<file path="src/sagi_pkg.sv">
`timescale 1ns / 1ps
package sagi_pkg;

   localparam int MAX_AXES       = 4;
   localparam int MAX_CHOSEN     = 8;
   localparam int EXTENT_BITS    = 12;
   localparam int IDX_BITS       = 48;
   localparam int DIV_BITS       = 4;
   localparam int CELLS_PER_AXIS = IDX_BITS / DIV_BITS;
   localparam int DIV_CELLS      = MAX_AXES * CELLS_PER_AXIS;
   localparam int ALL_CELLS      = DIV_CELLS + 2 * MAX_AXES;
   localparam int HALF_BITS      = IDX_BITS / 2;
   localparam int PROD_BITS      = HALF_BITS + EXTENT_BITS;

   typedef enum logic [2:0] {
      REG_AXIS_COUNT     = 3'd0,
      REG_EXTENT0        = 3'd1,
      REG_EXTENT1        = 3'd2,
      REG_EXTENT2        = 3'd3,
      REG_EXTENT3        = 3'd4,
      REG_CHOSEN_AXIS    = 3'd5,
      REG_CHOSEN_COUNT   = 3'd6,
      REG_POSITION_TABLE = 3'd7
   } reg_index_type;

   // One word in flight through the cell chain.
   // num: dividend/quotient during division, source index during recombine.
   typedef struct packed {
      logic [IDX_BITS-1:0]                     num;
      logic [EXTENT_BITS-1:0]                  part;
      logic [MAX_AXES-1:0][EXTENT_BITS-1:0]    coord;
      logic                                    bad;
      logic [PROD_BITS-1:0]                    plo;
      logic [HALF_BITS-1:0]                    phi;
   } word_type;

endpackage

</file>
<file path="src/sagi_mul_cell.sv">
`timescale 1ns / 1ps
// Recombine, first half: source index times extent as two half-width products.
module sagi_mul_cell (
   input  logic                               clock,
   input  logic                               reset,
   input  logic                               in_valid,
   output logic                               in_ready,
   input  sagi_pkg::word_type                 in_word,
   input  logic [sagi_pkg::EXTENT_BITS-1:0]   extent,
   output logic                               out_valid,
   input  logic                               out_ready,
   output sagi_pkg::word_type                 out_word
);

   logic                            valid_ff, valid_in;
   sagi_pkg::word_type              word_ff, word_in, step;
   logic [sagi_pkg::PROD_BITS-1:0]  hi_full;

   always_comb begin
      step     = in_word;
      step.plo = {{sagi_pkg::EXTENT_BITS{1'b0}}, in_word.num[sagi_pkg::HALF_BITS-1:0]}
                 * {{sagi_pkg::HALF_BITS{1'b0}}, extent};
      hi_full  = {{sagi_pkg::EXTENT_BITS{1'b0}},
                  in_word.num[sagi_pkg::IDX_BITS-1:sagi_pkg::HALF_BITS]}
                 * {{sagi_pkg::HALF_BITS{1'b0}}, extent};
      step.phi = hi_full[sagi_pkg::HALF_BITS-1:0];
   end

   assign in_ready = !valid_ff || out_ready;
   assign valid_in = in_ready ? in_valid : valid_ff;
   assign word_in  = in_ready ? step : word_ff;

   always_ff @(posedge clock) begin
      if (reset) begin
         valid_ff <= 1'b0;
      end else begin
         valid_ff <= valid_in;
      end
      word_ff <= word_in;
   end

   assign out_valid = valid_ff;
   assign out_word  = word_ff;

endmodule

</file>
<file path="config.mk">
export PLATFORM = sky130hd
export DESIGN_NAME = sagi_mul_cell
export DESIGN_NICKNAME = d
export VERILOG_FILES = /design/src/sagi_pkg.sv /design/src/sagi_mul_cell.sv
export SDC_FILE = /design/constraint.sdc
export NUM_CORES = 1
export LEC_CHECK = 0
export BUFFER_PORTS_ARGS = -buffer_cell sky130_fd_sc_hd__buf_2
export CAP_MARGIN = 20
export CORE_MARGIN = 1
export CORE_UTILIZATION = 44
export CTS_BUF_LIST = sky130_fd_sc_hd__clkbuf_16
export CTS_CLUSTER_DIAMETER = 30
export DETAILED_ROUTE_END_ITERATION = 12
export GPL_ROUTABILITY_DRIVEN = 0
export GPL_TIMING_DRIVEN = 0
export PLACE_DENSITY = 0.65
export SLEW_MARGIN = 10
export SYNTH_ARGS = -nofsm -noshare
export SYNTH_HDL_FRONTEND = slang
export SYNTH_SLANG_ARGS = --single-unit
</file>
<file path="constraint.sdc">
create_clock -name clock -period 7.8 [get_ports clock]
set_input_delay 0.39 -clock clock [delete_from_list [all_inputs] [get_ports clock]]
set_output_delay 0.39 -clock clock [all_outputs]
set_load 0.005 [all_outputs]
</file>
# Yosys cells after proc, flatten, opt, wreduce, memory -nomap -nowiden
# Cells that the tools add are included.
# totals
regBits	170
input_bits	185
output_inout_bits	171
elab_cells	14
# op_classes
n_mul	2
reduce_logical	2
# ops
operator	count
24-bit by 12-bit multiplier with 36-bit output	1
24-bit by 12-bit multiplier with 24-bit output	1
1-bit logical NOT	1
1-bit logical OR	1

# Longest topological paths before layout
# depth
depth_word	2
depth_mapped	22
mapped_depth_nobuf	20

# Worst setup path after synthesis
# No wires, ideal clock.
# synth_timing
path_kind	input to register
startpoint	input extent[3] (netlist name)
endpoint	register word_ff (netlist bit out_word[57]), data pin
arrival_ps	5272
slack_ps	2267
stages	19
cell_sequence	clkbuf_1 -> clkbuf_1 -> nand2_1 -> fa_1 -> fa_1 -> inv_1 -> fa_1 -> fa_1 -> inv_1 -> fa_1 -> inv_1 -> ha_1 -> a21o_1 -> o41ai_1 -> a311oi_1 -> o311ai_1 -> a21oi_1 -> nor2b_2 -> mux2i_1
# synth_lines
element	line_no	text
from (decl)	sagi_mul_cell.sv:9	input logic [sagi_pkg::EXTENT_BITS-1:0] extent,
to (signal assigned)	sagi_mul_cell.sv:39	word_ff <= word_in;
to (decl)	sagi_mul_cell.sv:16	sagi_pkg::word_type word_ff, word_in, step;

==> results.cfg <==
[finish]
finalNetCount = 3059
diodes = 0
syn_to_final_growth_pct = 13.9
design_area_um2 = 23600
drive_gt1_frac = 0.141

[synth]
yosysSeqAreaShare = 0.246
synth_cell_types = 57
synthFlopType = edfxtp_1
synth_compound_area_frac = 0.0443
synth-simple-area-share = 0.143
syn_nets = 2748
async_flop_share = 0
synth-xor-area-share = 0.0267
synthCells = 2069
synth.cells.most_frequent = inv_1 (466), fa_1 (379), nand2_1 (378)
syn_area_per_cell_um2 = 10.0
synth_top_area_cell = fa_1
synth_edf_count = 169
synth_warnings = 0
syn_area_um2 = 20700
synthMuxAreaShare = 0.000484
synth_area_leaders = fa_1 (37%), edfxtp_1 (25%), inv_1 (8.5%), ha_1 (7.0%), nand2_1 (6.9%)
synthAdderAreaFrac = 0.436
ys_ff_latch = 170
synth_top_family_by_area = adder cells
post-synth-top-count-cell = inv_1
synth_top_area_frac = 0.367

[power]
peakVddDrop_mv = 0.395
p_leak_nw = 11.5
p_per_area_nw_per_um2 = 419

[worst_setup_path]
crit_fanout = 10
startpoint_type = input pin
ff2ff_path_depth = 2
cpMostUsedCell = fa_1
r2r_slack_ps = 6140
cp_cell_sequence = buf_2, clkbuf_1, clkbuf_1, nand2_1, fa_1, inv_1, fa_1, fa_1, fa_1, inv_1, fa_1, inv_1, ha_1, and2_1, a31oi_1, a311oi_1, o311ai_1, a21oi_1, nor2b_2, xnor2_1
reg2reg_from = out_valid
arrival_ps = 6620
r2r_end = out_word[142]
crit_family = adder cells
critPathCaptureType = register
crit_slowest_cell = clkbuf_1
path_buf_inv = 6
worstSetupPathType = in -> reg
critPathRequiredTime_ps = 8010
cpPeakStageDelay_ps = 730

[drt]
first_pass_iters = 5
drc_errors = 0
drtIter0Drc = 853
vias_per_cell = 5.04
routed-via-count = 15100
ant_nets = 0
drt_wl_total_mm = 53.1
wire_per_inst_um = 17.7

[clock_network]
cts_resized = 0
htree_levels = 4
path_clk_slew_ps = 70
holdBufCountCts = 0
cts_num_sinks = 170
clockBufferDepth = 2
root_buffer = clkbuf_16
cts_tree = done
numCtsBuffers = 17
post_cts_buffers = 0
clk_latency_ps = 490

[global_route]
grt_max_degree = 66
grt_pass1_wl_mm = 84.6
grt_pass1_vias = 15700
track_usage = 0.233
grt-ovfl-total = 0
antenna_found_initial = 5

[timing]
skew_ps = 9.63
layout_min_cycle_time_ps = 6410
hold_violations = 0
max_slew.worst_pin.slew_ps = 983
slew_viol_final = 0
finalSetupTns_ps = 0
rsz0062_at_grt = false
post-route-period-util = 0.822
slew_headroom = 0.344
finalSetupViolations = 0
fmax_mhz = 156

[outcome]
outcome = finished, final reports clean

[hold_path]
hold_class = in -> reg
hp-start = reset
hold_path_end = out_valid
worst_hold_path.num_cells = 2

[floorplanning]
die_w_um = 219
start_util = 0.445
design.die.area_um2 = 47900
io-pin-count = 356
die_h_um = 219
core_um2 = 46500
rows = 79

[place]
placed_cell_area_um2 = 23000
post-dp-hpwl_mm = 43.7
numPortBuffers = 290

[run]
cap_viol_max_count = 0
layout by cell type, fill, tap and decap left out, drive strengths merged, types with 17 or more instances in the layout:
master / count
nor3: 21
and2: 160
a21oi: 39
nor2: 23
inv: 474
nand2: 378
a21o: 17
buf: 292
edfxtp: 169
xnor2: 49
o21ai: 25
clkbuf: 120
fa: 379
ha: 115
sequential cells by signal (all words and copies together) (netlist names):
register / count
out_word: 169
out_valid: 1
power breakdown:
| part | switching (mW) | total, mW | internal (mW) |
|---|---|---|---|
| combinational | 4.24 | 7.37 | 3.12 |
| clock | 0.403 | 0.886 | 0.483 |
| sequential | 0.0478 | 1.62 | 1.57 |
| total | 4.69 | 9.87 | 5.18 |
how the worst max path moves through the flow:
stage | slack (ps) | depth (start not counted) | startpoint | to
floorplan | 2270 | 19 | extent[3] | out_word[57]
detailed placement | 900 | 20 | extent[9] | out_word[59]
finish | 1390 | 20 | extent[9] | out_word[53]
CTS | 1430 | 20 | extent[9] | out_word[59]
global placement | 490 | 3 | out_ready | in_ready
global route | 1120 | 20 | extent[9] | out_word[59]
kinds of logic after synthesis:
group	Yosys count
flops	170
simple gates	634
buf+inv	569
xor+xnor	63
mux	1
fa+ha+maj	494
compound gates	138
area by class of cell:
cell class	instances	area (um^2)
fill	4264	22900
multi-input combinational	1330	13500
sequential	170	5090
inverter	466	1750
timing repair buffer	292	1510
tap	607	759
clock buffer	17	425
buffer	103	387
clock inverter	15	179
routing by layer:
layer,GRT usage,share of wire,up-vias
met4,0.0938,0.036,6
met5,0,0.00081,-
met1,0.293,0.40,7581
met2,0.390,0.49,566
li1,-,-,6858
met3,0.0509,0.071,114
metrics by stage:
stage,worst slack [ps],util,std cells,hold WS [ps],total power [mW]
5_1_grt,1120,0.507,3000,38.4,11.0
3_3_place_gp,489,0.493,2966,554,8.84
6_report,1390,0.507,3000,56.8,9.87
2_1_floorplan,2270,-,2069,459,7.19
3_5_place_dp,896,0.494,2968,554,8.95
4_1_cts,1430,0.507,3000,4.24,9.97
Power figures use the tool's default switching activity.
