### src/sagi_pkg.sv
`timescale 1ns / 1ps
package sagi_pkg;

   localparam int MAX_AXES       = 4;
   localparam int MAX_CHOSEN     = 8;
   localparam int EXTENT_BITS    = 12;
   localparam int IDX_BITS       = 48;
   localparam int DIV_BITS       = 4;
   localparam int CELLS_PER_AXIS = IDX_BITS / DIV_BITS;
   localparam int DIV_CELLS      = MAX_AXES * CELLS_PER_AXIS;
   localparam int ALL_CELLS      = DIV_CELLS + 2 * MAX_AXES;
   localparam int HALF_BITS      = IDX_BITS / 2;
   localparam int PROD_BITS      = HALF_BITS + EXTENT_BITS;

   typedef enum logic [2:0] {
      REG_AXIS_COUNT     = 3'd0,
      REG_EXTENT0        = 3'd1,
      REG_EXTENT1        = 3'd2,
      REG_EXTENT2        = 3'd3,
      REG_EXTENT3        = 3'd4,
      REG_CHOSEN_AXIS    = 3'd5,
      REG_CHOSEN_COUNT   = 3'd6,
      REG_POSITION_TABLE = 3'd7
   } reg_index_type;

   // One word in flight through the cell chain.
   // num: dividend/quotient during division, source index during recombine.
   typedef struct packed {
      logic [IDX_BITS-1:0]                     num;
      logic [EXTENT_BITS-1:0]                  part;
      logic [MAX_AXES-1:0][EXTENT_BITS-1:0]    coord;
      logic                                    bad;
      logic [PROD_BITS-1:0]                    plo;
      logic [HALF_BITS-1:0]                    phi;
   } word_type;

endpackage

### src/sagi_div_cell.sv
`timescale 1ns / 1ps
// Restoring divider slice: DIV_BITS quotient bits per cell.
module sagi_div_cell (
   input  logic                               clock,
   input  logic                               reset,
   input  logic                               in_valid,
   output logic                               in_ready,
   input  sagi_pkg::word_type                 in_word,
   input  logic [sagi_pkg::EXTENT_BITS-1:0]   divisor,
   output logic                               out_valid,
   input  logic                               out_ready,
   output sagi_pkg::word_type                 out_word
);

   logic               valid_ff, valid_in;
   sagi_pkg::word_type word_ff, word_in, step;

   always_comb begin
      logic [sagi_pkg::EXTENT_BITS:0] t;
      logic                           q;
      step = in_word;
      for (int s = 0; s < sagi_pkg::DIV_BITS; s++) begin
         t = {step.part, step.num[sagi_pkg::IDX_BITS-1]};
         q = (t >= {1'b0, divisor});
         step.num = {step.num[sagi_pkg::IDX_BITS-2:0], q};
         if (q) begin
            t = t - {1'b0, divisor};
         end
         step.part = t[sagi_pkg::EXTENT_BITS-1:0];
      end
   end

   assign in_ready = !valid_ff || out_ready;
   assign valid_in = in_ready ? in_valid : valid_ff;
   assign word_in  = in_ready ? step : word_ff;

   always_ff @(posedge clock) begin
      if (reset) begin
         valid_ff <= 1'b0;
      end else begin
         valid_ff <= valid_in;
      end
      word_ff <= word_in;
   end

   assign out_valid = valid_ff;
   assign out_word  = word_ff;

endmodule

### config.mk
export PLATFORM = sky130hd
export DESIGN_NAME = sagi_div_cell
export DESIGN_NICKNAME = d
export VERILOG_FILES = /design/src/sagi_pkg.sv /design/src/sagi_div_cell.sv
export SDC_FILE = /design/constraint.sdc
export NUM_CORES = 1
export LEC_CHECK = 0
export BUFFER_PORTS_ARGS = -buffer_cell sky130_fd_sc_hd__buf_2
export CAP_MARGIN = 20
export CORE_AREA = 2 2 137 139
export DETAILED_ROUTE_END_ITERATION = 12
export DIE_AREA = 0 0 139 141
export GPL_ROUTABILITY_DRIVEN = 0
export PLACE_DENSITY = 0.75
export SYNTH_ARGS = -nofsm -noshare
export SYNTH_HDL_FRONTEND = slang
export SYNTH_SLANG_ARGS = --single-unit
### constraint.sdc
create_clock -name clock -period 13.4 [get_ports clock]
set_input_delay 2.68 -clock clock [delete_from_list [all_inputs] [get_ports clock]]
set_output_delay 2.68 -clock clock [all_outputs]
set_load 0.02 [all_outputs]
== Yosys cells after proc, flatten, opt, wreduce, memory -nomap -nowiden ==
Cells that the tools add are included.
Word-level totals
  register bits: 170
  latch bits: 0
  memory bits (writable): 0
  memory bits (read-only): 0
  bits of input ports: 185
  output and inout bits: 171
  memories kept: 0
Operators by class
  $add $sub $neg: 4
  multiply operators: 0
  divide/modulo/power cells: 0
  order comparisons: 4
  eq/ne operators: 0
  shift operators: 0
  muxes and demuxes: 4
  bitwise gates (word level): 0
  reductions and logical operators: 2
Operators with widths (count)
  $ge A13 B12 Y1: 4
  $mux W12: 4
  $sub A12 B12 Y12: 4
  $logic_not A1 Y1: 1
  $logic_or A1 B1 Y1: 1

== Longest topological paths before layout ==
  word-level depth: 8
  depth in mapped cells: 44

== Least setup slack after synthesis ==
Ideal clock, no wire load.
  path kind: input to register
  from: input port divisor[1] (netlist name)
  to: register word_ff, in the netlist out_word[112] (data pin)
  setup time: 0.260 ns
  arrival: 10.887 ns
  path slack: 2.253 ns
  stages: 42
  path buffers: 5
  path through: inv_1 ha_1 and4_1 a221o_1 a2111oi_4 a32oi_4 clkbuf_1 o21ai_0 inv_1 ha_1 nand3b_1 nand2_1 o211ai_1 nand3b_1 a21oi_1 o2111ai_4 clkbuf_1 buf_2 [... 6 more ...] o21ai_0 a221o_1 nand2_1 nand3_1 buf_2 mux2i_1 ha_1 nor2b_1 o21a_1 o21ai_0 a21oi_1 a211oi_1 o21bai_1 a41o_1 a21o_1 a31o_2 buf_6 mux2_4
RTL lines
  from (decl): RTL line sagi_div_cell.sv:9  | input logic [sagi_pkg::EXTENT_BITS-1:0] divisor,
  to (signal assigned): RTL line sagi_div_cell.sv:43  | word_ff <= word_in;
  to (decl): RTL line sagi_div_cell.sv:16  | sagi_pkg::word_type word_ff, word_in, step;

==> results by group <==
STA
  – Max Freq: roughly 85 MHz
  – Worst slew pin tran: a little over 1 ns
  – Final worst slack: 1.62 ns
  – RSZ-0062 raised after global routing: no
  – Part of the cycle the worst path needs: between 80 and 90%
  – Worst hold slack: 0.793 ns
  – Min Tclk post-route: 11.78 ns
  – Final setup violation count: 0
  – Post-Route Skew: 0.00947 ns
  – Relative slew margins: between 30 and 40%
  – Setup_tns: 0 ns
  – Final Hold Vio Count: 0
  – Pins Over Slew Limit: 0

Logic synthesis
  – Synth top area share: ~64%
  – Sequential fraction of the synthesis area: ~65%
  – #FFs+latches synth: between 150 and 200
  – Post-synth top area cell: edfxtp_1
  – Synth area leaders: edfxtp_1 64%, ha_1 7.6%, mux2_2 2.6%, a21oi_1 2.5%, xnor2_1 2.3%
  – Count leader, synth: edfxtp_1
  – Syn_nets: 778
  – Avg Inst Size Synth: 14.6 sq um
  – Leading register cell type out of synthesis: edfxtp_1
  – Post-synth top cells: 169 x edfxtp_1, 48 x ha_1, 40 x a21oi_1
  – Asr flop ratio synth: 0%
  – Yosys warns: 0
  – Post-synthesis cell type count: 56
  – Syn Std Cell Area: 0.00788 sq mm
  – Mapped Cells: approximately 540
  – EDFF count, synth: 169

Setup path
  – Worst Path Required: between 10 and 15 ns
  – Critical path type: input port to flip-flop
  – Buffers and inverters on the worst path: 4
  – Max stage delay on crit path: about 0.48 ns
  – CP Capture Type: flip-flop
  – Setup slack, reg-to-reg: 11.50 ns
  – CP top delay family: compound AO/OA/AOI/OAI gates
  – Startpoint class of the critical path: input port
  – Slowest cell on crit path: o21ai_0
  – CP max FO: 21
  – CP arrival: around 12 ns

Pwr
  – Sw frac: between 30% and 40%
  – Register share of total power: 32.0%
  – Switching power: approximately 780 uW
  – Comb power frac: between 40% and 50%
  – Clock power share: between 20% and 30%
  – Int Power: about 1.4 mW
  – Worst vdd ir: roughly 0.12 mV
  – Lkg Pwr: roughly 4.8 nW
  – Pwr/cell area: approximately 210 mW/mm^2

Final layout
  – Share of layout cells above drive strength 1: a little under half
  – Fillers: about 1,500
  – Sequential Area: ~0.005 sq mm
  – Final Util: between 50 and 60%
  – Multi-input gate area: 0.00264 sq mm
  – Non-filler cells, final: approximately 1,200
  – Nets: between 1,000 and 1,500
  – Area Overhead vs Synth: 33.8%

Floorplan
  – Rows: 50
  – Initial Utilization: a little over two fifths
  – Die Footprint: just under 0.02 sq mm
  – DIE HEIGHT: 141 um
  – Die X: roughly 140 um
  – Core ar.: 0.0183 sq mm
  – IO Pins: roughly 360

Detailed routing
  – Number of vias per cell: between 5 and 6
  – Routed Antenna Nets: 0
  – Drt drc: 0
  – Initial DRC Count: approximately 490
  – Drt wl/cell: 22.0 um
  – Final wirelength: 25.5 mm
  – Via count: about 6,100
  – Drt first pass iters: 5

Flow run
  – Max-cap violations: 0

Run status
  – Status: completed

Placed design
  – Placed insts: 1,126
  – Post-DP HPWL: about 20 mm
  – DP Worst Slack: ~1.2 ns
  – I/O Buffers: about 360

Clock network
  – Hold-fix buffers, CTS: 0
  – Number of clock sinks: 170
  – Clk buf depth: 2
  – Clock root cell: clkbuf_16
  – Post-CTS Resized: 0
  – Clock transition at the registers of the reported paths: about 0.08 ns
  – H-Tree Depth: 4
  – Num CTS Buffers: 17
  – TritonCTS clock tree: done
  – Worst-Skew Late Latency: 0.43 ns
  – Post-CTS Setup Inserts: 0

Global route
  – Total track usage: between 20% and 30%
  – Initial antenna violation count: 8
  – Vias in the first global route: 5,784
  – Largest net degree at the start of global routing: 81
  – GR Overflow Total: 0
  – Global-route wire length before repair: ~36 mm

Worst hold path
  – Hold crit path type: flip-flop to flip-flop
## metrics by stage
step	power, mW	cell area [sq um]
floorplan	1.48	7880
global placement	1.68	9940
detailed placement	1.69	9940
CTS	2.19	10500
global route	2.31	10500
finish	2.18	10500
## worst paths after layout
path	start	end	cells after the start
max	divisor[1]	out_word[112]$_DFFE_PP_	38
min	out_valid$_SDFFE_PP0P_	out_word[167]$_DFFE_PP_	1
max reg2reg	out_valid$_SDFFE_PP0P_	out_word[5]$_DFFE_PP_	2
min reg2reg	out_valid$_SDFFE_PP0P_	out_word[167]$_DFFE_PP_	1
## logic make-up after synthesis
kind of cell	Yosys count	share of synthesized area, %
XOR/XNOR	31	3.44
multiplexers	34	5.11
buffers and inverters	38	1.94
AND/OR/NAND/NOR	111	6.99
AO/OA/AOI/OAI	105	9.24
flip-flops	170	64.6
adder cells (fa/ha/maj)	52	8.64
## power by group through the flow
stage	sequential [mW]	clock, mW	combinational (mW)
3_5_place_dp	0.708	0	0.986
4_1_cts	0.698	0.500	0.989
2_1_floorplan	0.784	0	0.692
5_1_grt	0.703	0.523	1.08
6_report	0.697	0.490	0.990
3_3_place_gp	0.708	0	0.970
## layer usage
layer	part of all wire, %	wire (um)	vias up	global-route usage (%)
met5	0.28	71	-	0
met4	1.6	405	10	6.38
met3	8.5	2170	29	8.12
met2	49	12500	271	41.4
met1	41	10400	2942	33.0
li1	-	-	2824	-
## cells in the final DEF, fill, tap and decap left out, types with 10 or more instances in the layout
cell and instances:
clkbuf_16 17, buf_2 355, xor2_1 10, nand3_1 11, a21oi_1 40, xnor2_1 21
mux2_2 18, ha_1 48, nor2_1 34, edfxtp_1 169, inv_1 32, o21ai_0 18
nand2_1 23
## worst reg2reg max path, cell delays in order (launching register included)
cell and delay (ns):
dfxtp_1 0.35, nand2b_4 0.27, buf_4 0.86
## flip-flops by register name (all words and copies together), names as in the netlist
register / count
out_valid: 1
out_word: 169
## layout make-up
class	instances	share of cell area (%)
clock inverters	15	1.68
inverters	32	1.14
multi-input cells	333	25.0
clock buffers	17	4.03
well taps	234	2.78
diodes	2	0.0474
repair buffers	357	17.0
flip-flops and latches	170	48.3
No activity file was read; power rests on OpenSTA's default activity.
