<file path="src/sagi_pkg.sv">
`timescale 1ns / 1ps
package sagi_pkg;

   localparam int MAX_AXES       = 4;
   localparam int MAX_CHOSEN     = 8;
   localparam int EXTENT_BITS    = 12;
   localparam int IDX_BITS       = 48;
   localparam int DIV_BITS       = 4;
   localparam int CELLS_PER_AXIS = IDX_BITS / DIV_BITS;
   localparam int DIV_CELLS      = MAX_AXES * CELLS_PER_AXIS;
   localparam int ALL_CELLS      = DIV_CELLS + 2 * MAX_AXES;
   localparam int HALF_BITS      = IDX_BITS / 2;
   localparam int PROD_BITS      = HALF_BITS + EXTENT_BITS;

   typedef enum logic [2:0] {
      REG_AXIS_COUNT     = 3'd0,
      REG_EXTENT0        = 3'd1,
      REG_EXTENT1        = 3'd2,
      REG_EXTENT2        = 3'd3,
      REG_EXTENT3        = 3'd4,
      REG_CHOSEN_AXIS    = 3'd5,
      REG_CHOSEN_COUNT   = 3'd6,
      REG_POSITION_TABLE = 3'd7
   } reg_index_type;

   // One word in flight through the cell chain.
   // num: dividend/quotient during division, source index during recombine.
   typedef struct packed {
      logic [IDX_BITS-1:0]                     num;
      logic [EXTENT_BITS-1:0]                  part;
      logic [MAX_AXES-1:0][EXTENT_BITS-1:0]    coord;
      logic                                    bad;
      logic [PROD_BITS-1:0]                    plo;
      logic [HALF_BITS-1:0]                    phi;
   } word_type;

endpackage

</file>
<file path="src/sagi_acc_cell.sv">
`timescale 1ns / 1ps
// Recombine, second half: merge partial products and add the coordinate.
module sagi_acc_cell (
   input  logic                               clock,
   input  logic                               reset,
   input  logic                               in_valid,
   output logic                               in_ready,
   input  sagi_pkg::word_type                 in_word,
   input  logic [sagi_pkg::EXTENT_BITS-1:0]   coord,
   output logic                               out_valid,
   input  logic                               out_ready,
   output sagi_pkg::word_type                 out_word
);

   logic               valid_ff, valid_in;
   sagi_pkg::word_type word_ff, word_in, step;

   always_comb begin
      step     = in_word;
      step.num = {in_word.phi, {sagi_pkg::HALF_BITS{1'b0}}}
               + {{(sagi_pkg::IDX_BITS-sagi_pkg::PROD_BITS){1'b0}}, in_word.plo}
               + {{(sagi_pkg::IDX_BITS-sagi_pkg::EXTENT_BITS){1'b0}}, coord};
   end

   assign in_ready = !valid_ff || out_ready;
   assign valid_in = in_ready ? in_valid : valid_ff;
   assign word_in  = in_ready ? step : word_ff;

   always_ff @(posedge clock) begin
      if (reset) begin
         valid_ff <= 1'b0;
      end else begin
         valid_ff <= valid_in;
      end
      word_ff <= word_in;
   end

   assign out_valid = valid_ff;
   assign out_word  = word_ff;

endmodule

</file>
<file path="config.mk">
export PLATFORM = sky130hd
export DESIGN_NAME = sagi_acc_cell
export DESIGN_NICKNAME = d
export VERILOG_FILES = /design/src/sagi_pkg.sv /design/src/sagi_acc_cell.sv
export SDC_FILE = /design/constraint.sdc
export NUM_CORES = 1
export LEC_CHECK = 0
export BUFFER_PORTS_ARGS = -buffer_cell sky130_fd_sc_hd__buf_2
export CAP_MARGIN = 20
export CORE_AREA = 2 2 139 141
export CTS_CLUSTER_SIZE = 40
export DETAILED_ROUTE_END_ITERATION = 8
export DIE_AREA = 0 0 141 143
export GPL_TIMING_DRIVEN = 0
export PLACE_DENSITY = 0.76
export SLEW_MARGIN = 20
export SYNTH_ARGS = -nofsm -noshare
export SYNTH_HDL_FRONTEND = slang
export SYNTH_SLANG_ARGS = --single-unit
</file>
<file path="constraint.sdc">
create_clock -name clock -period 8.1 [get_ports clock]
set_input_delay 1.62 -clock clock [delete_from_list [all_inputs] [get_ports clock]]
set_output_delay 1.62 -clock clock [all_outputs]
set_load 0.01 [all_outputs]
</file>
Yosys cells after proc, flatten, opt, wreduce, memory -nomap -nowiden
Cells that the tools add are included.
W data, S select, Z words.

storage, ports and cells
  bits in registers = 170
  input port bits = 185
  output and inout bits = 171
  word-level logic and storage cells = 14

cells by class
  add/sub/neg operators = 2
  reductions and logical operators = 2

operators with widths
  cell                number
  $add A48 B12 Y48    1
  $add A48 B36 Y48    1
  $logic_not A1 Y1    1
  $logic_or A1 B1 Y1  1

Longest topological paths before layout
Gate-level depths: netlist (run 1).

  word-level depth = 2
  mapped depth = 8
  gate-level depth less buffers = 8

Worst setup path after synthesis (run 1)
Ideal clock, no wire load.

  kind = in2out
  start point = input out_ready
  end point = output in_ready
  data arrival time = 5.770 ns
  required time = 6.480 ns
  setup slack = 0.710 ns
  cell stages on the path = 1
  path buffers = 0
  cells stage by stage = nand2b_1

between the ends
  longest elaborated chain between the ends = 1

ends and longest elaborated chain
  element             line                 source
  from (decl)         sagi_acc_cell.sv:11  input logic out_ready,
  $logic_or A1 B1 Y1  sagi_acc_cell.sv:25  assign in_ready = !valid_ff || out_ready;
  to (decl)           sagi_acc_cell.sv:7   output logic in_ready,

Every way passes these cells.

Worst setup path in the final report (run 1)
Ends and elaborated chain as after synthesis.

==> run_summary.xml, run 1 <==
<?xml version="1.0" encoding="UTF-8"?>
<metrics>
  <group name="floorplanning">
    <metric name="dieWidth" unit="um">141</metric>
    <metric name="ios" unit="">356</metric>
    <metric name="floorplan.initialDensity" unit="%">38.1</metric>
    <metric name="placeableCoreArea" unit="mm^2">0.0186</metric>
    <metric name="dieArea" unit="mm^2">0.0202</metric>
    <metric name="row_count" unit="">50</metric>
    <metric name="fp.dieH" unit="um">143</metric>
  </group>
  <group name="sta">
    <metric name="rsz0062_at_grt" unit="">no</metric>
    <metric name="timing.max_slew.rel_slack" unit="%">55.0</metric>
    <metric name="worst_pin_slew" unit="ns">0.675</metric>
    <metric name="timing.fmax" unit="MHz">252</metric>
    <metric name="layout_min_cycle_time" unit="ns">3.96</metric>
    <metric name="fin_worst_hold_slack" unit="ns">0.865</metric>
    <metric name="setup_violations" unit="">0</metric>
    <metric name="timing.final.max_slew_violations" unit="">0</metric>
    <metric name="final_min_period_over_clock_period" unit="%">48.9</metric>
    <metric name="finalHoldViolCount" unit="">0</metric>
    <metric name="finClkSkew" unit="ns">0.0118</metric>
    <metric name="finalSetupTns" unit="ns">0</metric>
  </group>
  <group name="clock_tree">
    <metric name="clk_pin_slew_worst_paths" unit="ns">0.07</metric>
    <metric name="tritoncts_num_sinks" unit="">170</metric>
    <metric name="cts_tree" unit="">built</metric>
    <metric name="clk_path_buf_depth" unit="">2</metric>
    <metric name="cts.repair.resized" unit="">0</metric>
    <metric name="cts_setup_buffers" unit="">0</metric>
    <metric name="ctsHtreeMaxLevel" unit="">4</metric>
    <metric name="hold_buffers" unit="">0</metric>
    <metric name="latest_clock_arrival_within_the_worst_skew_pair" unit="ns">0.43</metric>
    <metric name="clock-root-buffer" unit="">clkbuf_16</metric>
    <metric name="cts-buffers-inserted" unit="">17</metric>
  </group>
  <group name="yosys">
    <metric name="synth-xor-area-share" unit="%">4.95</metric>
    <metric name="number_of_flip_flops_and_latches_in_the_synthesized_netlist" unit="">170</metric>
    <metric name="postSynth.asyncResetShare" unit="%">0</metric>
    <metric name="combinational_family_with_the_most_area_after_synthesis" unit="">compound AO/OA/AOI/OAI gates</metric>
    <metric name="yosys-top-cells-count" unit="">edfxtp_1, xnor2_1, nand2_1</metric>
    <metric name="post_synth_mux_area_share" unit="%">0.142</metric>
    <metric name="synth_area_in_simple_gates" unit="%">7.18</metric>
    <metric name="ys.flop_type" unit="">edfxtp_1</metric>
    <metric name="syn_inst" unit="">442</metric>
    <metric name="post_synth.cell_area_avg" unit="um^2">16.0</metric>
    <metric name="largest_area_contributor_in_the_synthesized_netlist" unit="">edfxtp_1</metric>
    <metric name="combined_area_of_all_synthesized_cells" unit="mm^2">0.00707</metric>
    <metric name="synth-compound-area-share" unit="%">10.3</metric>
    <metric name="ys.warnings.count" unit="">0</metric>
    <metric name="synthMostInstantiatedCell" unit="">edfxtp_1</metric>
    <metric name="post_synth_edffs" unit="">169</metric>
    <metric name="yosysSeqAreaShare" unit="%">72.0</metric>
    <metric name="post_synth_main_area_contributors" unit="">edfxtp_1, xnor2_1, ha_1, a21oi_1, nand2_1</metric>
    <metric name="synth_fp_nets" unit="">652</metric>
    <metric name="synthAdderAreaFrac" unit="%">4.53</metric>
    <metric name="synth.top_cell.area_share" unit="%">71.8</metric>
    <metric name="yosys.cell_types.count" unit="">59</metric>
  </group>
  <group name="critical_path">
    <metric name="critPathKind" unit="">input port to output port</metric>
    <metric name="worstSetupStartpointType" unit="">input port</metric>
    <metric name="cp_max_fo" unit="">32</metric>
    <metric name="critPathCaptureType" unit="">output port</metric>
    <metric name="worstPathArrival" unit="ns">2.34</metric>
    <metric name="worst_endpoint_required_time" unit="ns">6.48</metric>
  </group>
  <group name="drt">
    <metric name="post_drt_wl_per_cell" unit="um">17.6</metric>
    <metric name="viasPerCell" unit="">4.90</metric>
    <metric name="drtIter0Drc" unit="">258</metric>
    <metric name="ant_nets" unit="">0</metric>
    <metric name="drc" unit="">0</metric>
    <metric name="drtPass1Iterations" unit="">4</metric>
    <metric name="vias" unit="">4988</metric>
    <metric name="finalWirelength" unit="um">17900</metric>
  </group>
  <group name="pwr">
    <metric name="p_per_area" unit="mW/mm^2">231</metric>
    <metric name="p_leak" unit="nW">4.10</metric>
    <metric name="totalPowerFinal" unit="W">0.00222</metric>
    <metric name="worst_ir_drop_vdd" unit="V">0.000132</metric>
  </group>
  <group name="cells_and_area">
    <metric name="num-nets-final" unit="">981</metric>
    <metric name="area_of_the_multi_input_gates" unit="mm^2">0.00193</metric>
    <metric name="register_area" unit="mm^2">0.00509</metric>
    <metric name="flow.area_growth_from_synthesis" unit="%">35.9</metric>
    <metric name="insertedDiodeCount" unit="">0</metric>
    <metric name="fillers" unit="">1587</metric>
    <metric name="layout-drive-gt1-share" unit="%">46.7</metric>
  </group>
  <group name="hold_path">
    <metric name="min-delay-path-class" unit="">register to register</metric>
  </group>
  <group name="global_routing">
    <metric name="antenna_violations_before_repair" unit="">1</metric>
    <metric name="globalRoute.totalOverflow" unit="">0</metric>
    <metric name="grt_max_degree" unit="">61</metric>
    <metric name="gr-usage-all-layers" unit="%">17.4</metric>
    <metric name="grt_pass1_vias" unit="">5062</metric>
    <metric name="grt_first_pass_wirelength" unit="um">26700</metric>
  </group>
  <group name="outcome">
    <metric name="status" unit="">complete, no violations</metric>
  </group>
  <group name="run">
    <metric name="cap_viol_max_count" unit="">0</metric>
  </group>
  <group name="placed_design">
    <metric name="routabilityCongestion" unit="">0.793</metric>
    <metric name="port_buffers" unit="">307</metric>
    <metric name="post-dp-hpwl" unit="um">14100</metric>
  </group>
</metrics>
[power by group]
part           leakage, nW  switching (W)  internal [W]
logic                 2.03       0.000182      0.000131
clock network        0.304       0.000386      0.000449
registers             1.76      0.0000180       0.00106
total                 4.10       0.000586       0.00164
[cells in the final DEF, fill, tap and decap left out, types with 2 or more instances in the layout]
cell / n
and2_1: 5
and3_1: 5
o21ba_2: 2
o21ai_0: 11
o22ai_1: 3
ha_1: 24
and4_1: 3
edfxtp_1: 169
and2_2: 2
xor2_1: 5
o21a_1: 3
nand2b_1: 2
nand2_1: 28
clkinv_8: 4
o21ai_1: 3
nand3_1: 14
xnor2_1: 35
a21o_1: 13
o21bai_1: 5
nor4_1: 3
clkbuf_16: 17
buf_2: 311
inv_1: 7
nand4_1: 4
and4_2: 2
o2111ai_1: 3
a211oi_1: 5
o211ai_1: 5
nor2_1: 13
o2111ai_2: 2
nor3_1: 4
a21oi_1: 26
buf_16: 2
clkinv_4: 4
inv_8: 4
a2111oi_4: 2
nor3_2: 2
[registers in the layout, summed over array words and instances, names as in the netlist]
register	flops
out_valid	1
out_word	169
[logic make-up (layout without fill, tap and decap cells)]
logic type / after synthesis / count (layout)
AO/OA/AOI/OAI: 97 / 97
XOR/XNOR: 40 / 40
adder cells (fa/ha/maj): 25 / 25
buffers and inverters: 14 / 356
flip-flops: 170 / 170
multiplexers: 1 / 1
AND/OR/NAND/NOR: 95 / 95
[worst max-delay path, stage by stage]
cell and delay (ns):
buf_2 0.07, nand2b_4 0.41, buf_2 0.22
[stage by stage]
stage                     utilization (%)  worst slack [ns]  cells  cell area (um^2)
after global routing                 51.7              4.07   1018              9610
after CTS                            51.7              4.12   1018              9610
after global placement               47.9             -1.56    983              8900
after floorplan                         -             0.710    442              7070
after detailed placement             48.4              3.82    986              8980
final                                51.7              4.14   1018              9610
[routing by layer]
metal  GRT usage (%)  part of all wire, %  up-vias
li1                -                    -     2399
met1            20.2                   40     2372
met2            30.2                   52      195
met3            5.20                  6.7       22
met4            7.53                  1.9        0
met5               0                    0        -
[cell type report]
| cell class | instances | share of cell area [%] |
|---|---|---|
| Buffer | 7 | 0.339 |
| Clock buffer | 17 | 4.43 |
| Clock inverter | 15 | 2.08 |
| Inverter | 7 | 0.273 |
| Multi-Input combinational cell | 258 | 20.0 |
| Sequential cell | 170 | 53.0 |
| Tap cell | 234 | 3.05 |
| Timing Repair Buffer | 310 | 16.8 |
[worst paths after layout]
kind	start	end	slack, ns	cells after the start
worst max-delay path	out_ready	in_ready	4.14	3
worst min-delay path	out_valid	out_valid	0.86	2
worst max register to register	out_valid	out_word[136]	6.49	3
worst min register to register	out_valid	out_valid	0.86	2
No activity file was read; power rests on OpenSTA's default activity.
==> inputs of run 2 (changes only) <==
Clock period 8.1 ns to 3.7 ns, I/O delays scaled along.
==> run_summary.xml, run 2 (synthesis gave the netlist of run 1 again) <==
<?xml version="1.0" encoding="UTF-8"?>
<metrics>
  <group name="outcome">
    <metric name="status" unit="">complete, no violations</metric>
  </group>
  <group name="critical_path">
    <metric name="cp_max_fo" unit="">7</metric>
    <metric name="worst_endpoint_required_time" unit="ns">3.88</metric>
    <metric name="critPathKind" unit="">input port to register</metric>
    <metric name="critPathCaptureType" unit="">register</metric>
    <metric name="worstSetupStartpointType" unit="">input port</metric>
    <metric name="worstPathArrival" unit="ns">3.05</metric>
  </group>
  <group name="floorplanning">
    <metric name="dieWidth" unit="um">141</metric>
    <metric name="fp.dieH" unit="um">143</metric>
    <metric name="placeableCoreArea" unit="mm^2">0.0186</metric>
    <metric name="ios" unit="">356</metric>
    <metric name="dieArea" unit="mm^2">0.0202</metric>
    <metric name="row_count" unit="">50</metric>
    <metric name="floorplan.initialDensity" unit="%">38.1</metric>
  </group>
  <group name="drt">
    <metric name="drc" unit="">0</metric>
    <metric name="finalWirelength" unit="um">18300</metric>
    <metric name="ant_nets" unit="">0</metric>
    <metric name="post_drt_wl_per_cell" unit="um">18.0</metric>
    <metric name="drtPass1Iterations" unit="">4</metric>
    <metric name="vias" unit="">5006</metric>
    <metric name="viasPerCell" unit="">4.92</metric>
    <metric name="drtIter0Drc" unit="">279</metric>
  </group>
  <group name="clock_tree">
    <metric name="tritoncts_num_sinks" unit="">170</metric>
    <metric name="ctsHtreeMaxLevel" unit="">4</metric>
    <metric name="cts.repair.resized" unit="">0</metric>
    <metric name="cts_tree" unit="">built</metric>
    <metric name="clock-root-buffer" unit="">clkbuf_16</metric>
    <metric name="clk_pin_slew_worst_paths" unit="ns">0.07</metric>
    <metric name="hold_buffers" unit="">0</metric>
    <metric name="clk_path_buf_depth" unit="">2</metric>
    <metric name="cts-buffers-inserted" unit="">17</metric>
    <metric name="latest_clock_arrival_within_the_worst_skew_pair" unit="ns">0.43</metric>
    <metric name="cts_setup_buffers" unit="">0</metric>
  </group>
  <group name="cells_and_area">
    <metric name="finalInstanceArea" unit="mm^2">0.00958</metric>
    <metric name="mostFrequentLayoutCells" unit="">buf_2, edfxtp_1, xnor2_1</metric>
    <metric name="layout-drive-gt1-share" unit="%">46.7</metric>
    <metric name="largest_reg_flops" unit="">169</metric>
    <metric name="flow.area_growth_from_synthesis" unit="%">35.5</metric>
    <metric name="num-nets-final" unit="">981</metric>
    <metric name="insertedDiodeCount" unit="">0</metric>
    <metric name="mostFrequentLayoutCell" unit="">buf_2</metric>
  </group>
  <group name="global_routing">
    <metric name="grt_max_degree" unit="">51</metric>
    <metric name="grt_pass1_vias" unit="">5105</metric>
    <metric name="grt_first_pass_wirelength" unit="um">26900</metric>
    <metric name="globalRoute.totalOverflow" unit="">0</metric>
    <metric name="gr-usage-all-layers" unit="%">17.6</metric>
    <metric name="antenna_violations_before_repair" unit="">0</metric>
  </group>
  <group name="sta">
    <metric name="timing.max_slew.rel_slack" unit="%">54.8</metric>
    <metric name="timing.fmax" unit="MHz">347</metric>
    <metric name="rsz0062_at_grt" unit="">no</metric>
    <metric name="fin_worst_hold_slack" unit="ns">0.467</metric>
    <metric name="finalSetupTns" unit="ns">0</metric>
    <metric name="layout_min_cycle_time" unit="ns">2.88</metric>
    <metric name="finalHoldViolCount" unit="">0</metric>
    <metric name="setup_violations" unit="">0</metric>
    <metric name="worst_pin_slew" unit="ns">0.678</metric>
    <metric name="final_min_period_over_clock_period" unit="%">77.8</metric>
    <metric name="finClkSkew" unit="ns">0.00451</metric>
    <metric name="timing.final.max_slew_violations" unit="">0</metric>
  </group>
  <group name="pwr">
    <metric name="p_leak" unit="nW">4.08</metric>
    <metric name="totalPowerFinal" unit="W">0.00485</metric>
    <metric name="worst_ir_drop_vdd" unit="V">0.000301</metric>
    <metric name="p_per_area" unit="mW/mm^2">506</metric>
  </group>
  <group name="hold_path">
    <metric name="min-delay-path-class" unit="">input port to register</metric>
  </group>
  <group name="placed_design">
    <metric name="port_buffers" unit="">307</metric>
    <metric name="routabilityCongestion" unit="">0.767</metric>
    <metric name="post-dp-hpwl" unit="um">14200</metric>
    <metric name="placed_area" unit="mm^2">0.00898</metric>
  </group>
  <group name="run">
    <metric name="cap_viol_max_count" unit="">0</metric>
  </group>
</metrics>
-- run 2: through the flow --
step | setup slack [ns] | std cells | utilization (%)
final | 0.822 | 1018 | 51.6
after CTS | 0.737 | 1018 | 51.6
after global routing | 0.588 | 1018 | 51.6
after detailed placement | 0.270 | 986 | 48.3
after floorplan | 0.0210 | 442 | -
after global placement | -1.35 | 983 | 47.9
-- run 2: layer usage --
layer	vias to the layer above	track usage, %	part of all wire [%]
li1	2403	-	-
met1	2391	20.2	41
met2	191	31.7	51
met3	21	4.46	6.1
met4	0	6.84	1.8
met5	-	0	0
-- run 2: where the power goes --
| group | total, W | leakage [nW] | switching, W | internal, W |
|---|---|---|---|---|
| Sequential | 0.00236 | 1.76 | 0.0000402 | 0.00232 |
| Clock | 0.00181 | 0.293 | 0.000840 | 0.000967 |
| Combinational | 0.000684 | 2.03 | 0.000399 | 0.000285 |
| Total | 0.00485 | 4.08 | 0.00128 | 0.00357 |
-- run 2: area by class of cell --
class	count	area [um^2]
Buffer	7	32.5
Clock buffer	17	425
Clock inverter	15	178
Fill cell	1629	9000
Inverter	7	26.3
Multi-Input combinational cell	258	1930
Sequential cell	170	5090
Tap cell	234	293
Timing Repair Buffer	310	1600
-- run 2: worst paths after layout --
| kind | from | endpoint | slack (ns) | depth (start not counted) |
|---|---|---|---|---|
| max | in_word[35] | out_word[158] | 0.82 | 8 |
| min | reset | out_valid | 0.47 | 2 |
| max reg2reg | out_valid | out_word[143] | 1.98 | 3 |
| min reg2reg | out_valid | out_valid | 0.92 | 2 |
-- run 2: worst max-delay path, cell delays in order --
cell and delay, ns:
buf_2 0.12, ha_1 0.42, and2_1 0.29, nand3_1 0.12, or4_1 0.41, o22ai_1 0.55
a211oi_1 0.23, xnor2_1 0.18
